<file path="src/rtl/core/linear_probe_hash_table_core_defines.svh">
// Assertion macros shared by the core's modules.
`ifndef LINEAR_PROBE_HASH_TABLE_CORE_DEFINES_SVH
`define LINEAR_PROBE_HASH_TABLE_CORE_DEFINES_SVH

// The property must hold at every edge out of reset.
`define LPHT_ASSERT(label, clk, rst_n, prop, msg) \
  label: assert property (@(posedge clk) disable iff (!rst_n) (prop)) else $error(msg);

// The consequent must hold in the cycle after the antecedent.
`define LPHT_ASSERT_NEXT(label, clk, rst_n, ante, cons, msg) \
  label: assert property (@(posedge clk) disable iff (!rst_n) (ante) |=> (cons)) \
    else $error(msg);

`endif

</file>
<file path="src/rtl/core/lpht_pkg.sv">
`timescale 1ns / 1ps
package lpht_pkg;

  localparam int TableOrder = 8;
  localparam int KeyBits    = 32;
  localparam int DataBits   = 32;

  localparam logic [1:0] ACT_LOOKUP = 2'd0;
  localparam logic [1:0] ACT_INSERT = 2'd1;
  localparam logic [1:0] ACT_REMOVE = 2'd2;
  localparam logic [1:0] ACT_NOP    = 2'd3;

  localparam logic [1:0] TAG_EMPTY = 2'd0;
  localparam logic [1:0] TAG_LIVE  = 2'd1;
  localparam logic [1:0] TAG_TOMB  = 2'd2;

  localparam logic [2:0] ST_MISS     = 3'd0;
  localparam logic [2:0] ST_FOUND    = 3'd1;
  localparam logic [2:0] ST_INSERTED = 3'd2;
  localparam logic [2:0] ST_REMOVED  = 3'd3;
  localparam logic [2:0] ST_FULL     = 3'd4;

  // Command from the front part to the probe engine.
  typedef struct packed {
    logic [1:0]  action;
    logic        replace;
    logic [63:0] key;
    logic [31:0] hash;
    logic [63:0] data;
  } cmd_t;

endpackage

</file>
<file path="src/rtl/core/lpht_front.sv">
`timescale 1ns / 1ps
`include "linear_probe_hash_table_core_defines.svh"
module lpht_front #(
  parameter int KEY_BITS  = lpht_pkg::KeyBits,
  parameter int DATA_BITS = lpht_pkg::DataBits
) (
  input  logic           clk,
  input  logic           rst_n,
  input  logic           in_tvalid,
  output logic           in_tready,
  input  logic [103:0]   in_tdata,
  input  logic [1:0]     in_tuser,
  output logic           cmd_valid,
  input  logic           cmd_ready,
  output lpht_pkg::cmd_t cmd
);

  // Two-entry queue between the input side and the probe engine.
  lpht_pkg::cmd_t q_r [2];
  logic           wp_r, rp_r;
  logic [1:0]     cnt_r;
  lpht_pkg::cmd_t c;
  logic           push, pop;

  always_comb begin
    c         = '0;
    c.action  = in_tuser;
    c.replace = in_tdata[0];
    c.key     = {32'd0, in_tdata[32:1]} & ((64'd1 << KEY_BITS) - 64'd1);
    c.hash    = in_tdata[64:33];
    c.data    = {32'd0, in_tdata[96:65]} & ((64'd1 << DATA_BITS) - 64'd1);
  end

  assign in_tready = (cnt_r != 2'd2);
  assign push      = in_tvalid && in_tready;
  assign cmd_valid = (cnt_r != 2'd0);
  assign pop       = cmd_valid && cmd_ready;
  assign cmd       = q_r[rp_r];

  always_ff @(posedge clk) begin
    if (push) begin
      q_r[wp_r] <= c;
    end
    if (!rst_n) begin
      wp_r  <= 1'b0;
      rp_r  <= 1'b0;
      cnt_r <= 2'd0;
    end else begin
      if (push) wp_r <= ~wp_r;
      if (pop) rp_r <= ~rp_r;
      cnt_r <= cnt_r + {1'b0, push} - {1'b0, pop};
    end
  end

  `LPHT_ASSERT(a_cnt_range, clk, rst_n, cnt_r != 2'd3, "queue count out of range")
  `LPHT_ASSERT_NEXT(a_push_grow, clk, rst_n, push && !pop, cnt_r == $past(cnt_r) + 2'd1, "push lost")
  `LPHT_ASSERT(a_ptr_cnt, clk, rst_n, (cnt_r == 2'd1) == (wp_r != rp_r), "pointer mismatch")

endmodule

</file>
<file path="config.mk">
export PLATFORM = sky130hd
export DESIGN_NAME = lpht_front
export DESIGN_NICKNAME = d
export VERILOG_FILES = /design/src/rtl/core/lpht_pkg.sv /design/src/rtl/core/lpht_front.sv
export VERILOG_INCLUDE_DIRS = /design/src /design/src/rtl/core
export SDC_FILE = /design/constraint.sdc
export NUM_CORES = 1
export LEC_CHECK = 0
export BUFFER_PORTS_ARGS = -buffer_cell sky130_fd_sc_hd__buf_2
export CELL_PAD_IN_SITES_DETAIL_PLACEMENT = 1
export CELL_PAD_IN_SITES_GLOBAL_PLACEMENT = 2
export CORE_MARGIN = 2
export CORE_UTILIZATION = 38
export CTS_CLUSTER_DIAMETER = 120
export DETAILED_ROUTE_END_ITERATION = 8
export PLACE_DENSITY_LB_ADDON = 0.1
export SETUP_SLACK_MARGIN = 0.3
export SLEW_MARGIN = 20
export SYNTH_ARGS = -nofsm -noshare
export SYNTH_HDL_FRONTEND = slang
export SYNTH_SLANG_ARGS = --single-unit
export TNS_END_PERCENT = 30
</file>
<file path="constraint.sdc">
create_clock -name clk -period 10.1 [get_ports clk]
set_input_delay 1.515 -clock clk [delete_from_list [all_inputs] [get_ports clk]]
set_output_delay 1.515 -clock clk [all_outputs]
set_load 0.01 [all_outputs]
</file>
==> summary.txt <==
Run status
  • Outcome: complete, no violations

Synth
  • Post-Syn Area per Cell: 19.9 um^2
  • Sequential area share after synthesis: 76.6%
  • Largest family of logic cells by synthesized area: multiplexers
  • Xor and xnor area share after synthesis: 0.333%
  • Post-Synth Adder-Cell Area: 0.317%
  • Mux contribution to synthesized area: roughly 15%
  • Syn Std Cell Area: around 7900 um^2
  • Post-synth cell types: 20
  • Synth warn: 0
  • Simple-gate share of the synthesized area: 0.777%
  • Register bit total from synthesis: 203
  • Post-synthesis cell count: 397
  • Synth Area in Compound Gates: less than 1%

Clock network
  • Clock Sinks: roughly 200
  • Clock root buffer: clkbuf_16
  • Worst-skew pair later-pin latency: between 0.4 and 0.5 ns
  • Setup Buffers After CTS: 0
  • Longest Clk Path Bufs: 3
  • CTS tree: done
  • Hold Buf Count CTS: 0
  • TritonCTS Buffers: 23
  • Post-CTS sizing: 0
  • H-tree Lvls: 1
  • CTS clock-pin slew for the worst setup and hold paths: 0.05 ns

Floorplanning
  • Core area: 20,300 um^2
  • Die width: 148 um
  • Initial Util: 38.9%
  • Die ar.: 21,900 um^2
  • I/O pins: between 200 and 300
  • Row count: 52
  • Die Ht: between 100 and 150 um

STA
  • Least-Margin Pin Slew: 1.06 ns
  • Setup TNS: 0 ns
  • F_max: ~240 MHz
  • Setup Skew: 0.0101 ns
  • Max-slew violation count: 0
  • Final Cycle Share: 40.9%
  • Min cycle time layout: 4.13 ns
  • Final WS setup: 5.97 ns
  • Hold violation count in the final report: 0
  • RSZ-0062 raised after global routing: no
  • Slew HR: 29.2%
  • Setup violators final: 0

Cells and area
  • Area growth syn-to-layout: 23.0%
  • Share of layout cells above drive strength 1: 53.7%
  • Post-route cell area: ~9700 um^2
  • NumNets Final: ~730

Route
  • Wire length on met2: about 7.8 mm
  • Met3 Routed Length: roughly 1.1 mm
  • Initial DRC count: about 180
  • Wirelength per Cell: 16.7 um
  • DRC Markers: 0
  • Highest metal used: met4
  • Via count: 3,953
  • Post-route ant nets: 0
  • First-pass DRT Iterations: 4
  • DRT Wirelength: 15.1 mm
  • Wl on met1: 5.91 mm
  • Vias per cell: 4.37

Power
  • Pwr Total: 0.00243 W
  • PwrDens: between 200 and 300 nW/um^2
  • Maximum VDD drop: between 100 and 150 uV
  • Leakage: approximately 3.7 nW

GRT
  • First-pass GRT wire length: 22.8 mm
  • Largest net degree at the start of global routing: ~70
  • Initial antenna violation count: 2
  • Total global-route track usage: around an eighth
  • Grt ovf: 0
  • Vias in the first global route: 4,194

Placement
  • Global placement routability congestion: 0.706
  • Worst slack, placed: about 6.4 ns
  • Detailed placement HPWL: 10.0 mm
  • Placed inst area: 8970 um^2
  • Port buffer count: about 200

Job
  • Max_cap viols: 0

Critical path
  • Critical path class: flip-flop to primary output
  • Startpoint Class: flip-flop
  • Worst-path fanout max: 68
  • Critical Path RT: 8.59 ns
  • Crit. End Element: primary output
  • Worst Path Arrival: 2.61 ns

Hold path
  • Hold crit path type: flip-flop to flip-flop
-- metrics by stage --
stage | hold slack (ns) | instances | util, %
floorplan | 0.455 | 460 | -
global placement | 0.505 | 862 | 44.2
detailed placement | 0.534 | 862 | 44.2
CTS | 0.546 | 903 | 47.8
global route | 0.578 | 904 | 47.8
finish | 0.533 | 905 | 47.8
-- kinds of logic after synthesis --
family	after synthesis
fa+ha+maj	2
buf+inv	76
flops	203
other cells	1
xor+xnor	3
simple gates	11
compound gates	1
mux	100
-- Yosys cell counts --
cell	count	area share (%)
edfxtp_1	198	75
nor2b_1	2	0.16
buf_2	8	0.51
buf_6	3	0.43
nand2b_1	2	0.16
ha_1	2	0.32
mux2_4	10	1.9
o21a_1	1	0.095
inv_1	1	0.048
and2_1	2	0.16
and3_1	1	0.079
conb_1	1	0.048
nor2_1	1	0.048
nand2_1	2	0.095
or2_2	1	0.079
mux2i_1	1	0.13
mux2_2	89	13
dfxtp_1	5	1.3
xnor2_1	3	0.33
buf_4	64	6.1
-- report_power, final --
group | internal, W | leakage (nW) | total [W] | switching, W
clock network | 0.000496 | 0.355 | 0.000796 | 0.000300
registers | 0.00106 | 1.89 | 0.00110 | 0.0000415
logic | 0.000246 | 1.49 | 0.000529 | 0.000283
-- final timing paths --
check / cells past startpoint / startpoint / slack [ns] / end
worst min-delay path: 2 / wp_r / 0.53 / wp_r
worst max-delay path: 3 / flip-flop / 5.97 / cmd[30]
worst max register to register: 3 / cnt_r[0] / 7.78 / q_r[1][56]
worst min register to register: 2 / wp_r / 0.53 / wp_r
-- critical path, cell delays in order, from the launching register on --
cell,delay (ns)
dfxtp_4,0.63
buf_4,0.77
mux2_2,0.42
buf_2,0.14
-- registers in the layout, indices dropped and copies added, names as in the netlist, named ones only --
| signal | cells |
|---|---|
| wp_r | 1 |
| cnt_r | 2 |
| rp_r | 1 |
| q_r | 198 |
-- final cells by class --
class	instances	area, um^2
clock buffers	32	609
multi-input cells	181	1540
inverters	1	3.75
diodes	2	5.00
well taps	270	338
repair buffers	207	1050
clock inverters	9	118
flip-flops and latches	203	6050
fillers	2038	10600
-- placed cells by master (no fill, tap or decap), types with 2 or more instances in the layout --
| cell type | Yosys | layout |
|---|---|---|
| nand2_1 | 2 | 2 |
| bufinv_16 | 0 | 3 |
| mux2_4 | 10 | 10 |
| nand2b_1 | 2 | 2 |
| clkbuf_16 | 0 | 23 |
| buf_4 | 64 | 4 |
| diode_2 | 0 | 2 |
| buf_2 | 8 | 203 |
| conb_1 | 1 | 64 |
| xnor2_1 | 3 | 3 |
| clkinv_2 | 0 | 4 |
| clkinv_1 | 0 | 2 |
| edfxtp_1 | 198 | 198 |
| nor2b_1 | 2 | 2 |
| dfxtp_1 | 5 | 4 |
| mux2_2 | 89 | 89 |
| ha_1 | 2 | 2 |
| and2_1 | 2 | 2 |
| clkbuf_1 | 0 | 9 |
-- metal layers --
layer / GRT usage, % / up-vias
li1: - / 1826
met1: 16.2 / 1949
met2: 23.1 / 157
met3: 3.93 / 21
met4: 3.95 / 0
met5: 0 / -
Note: power is estimated with default switching activity, not from simulation.
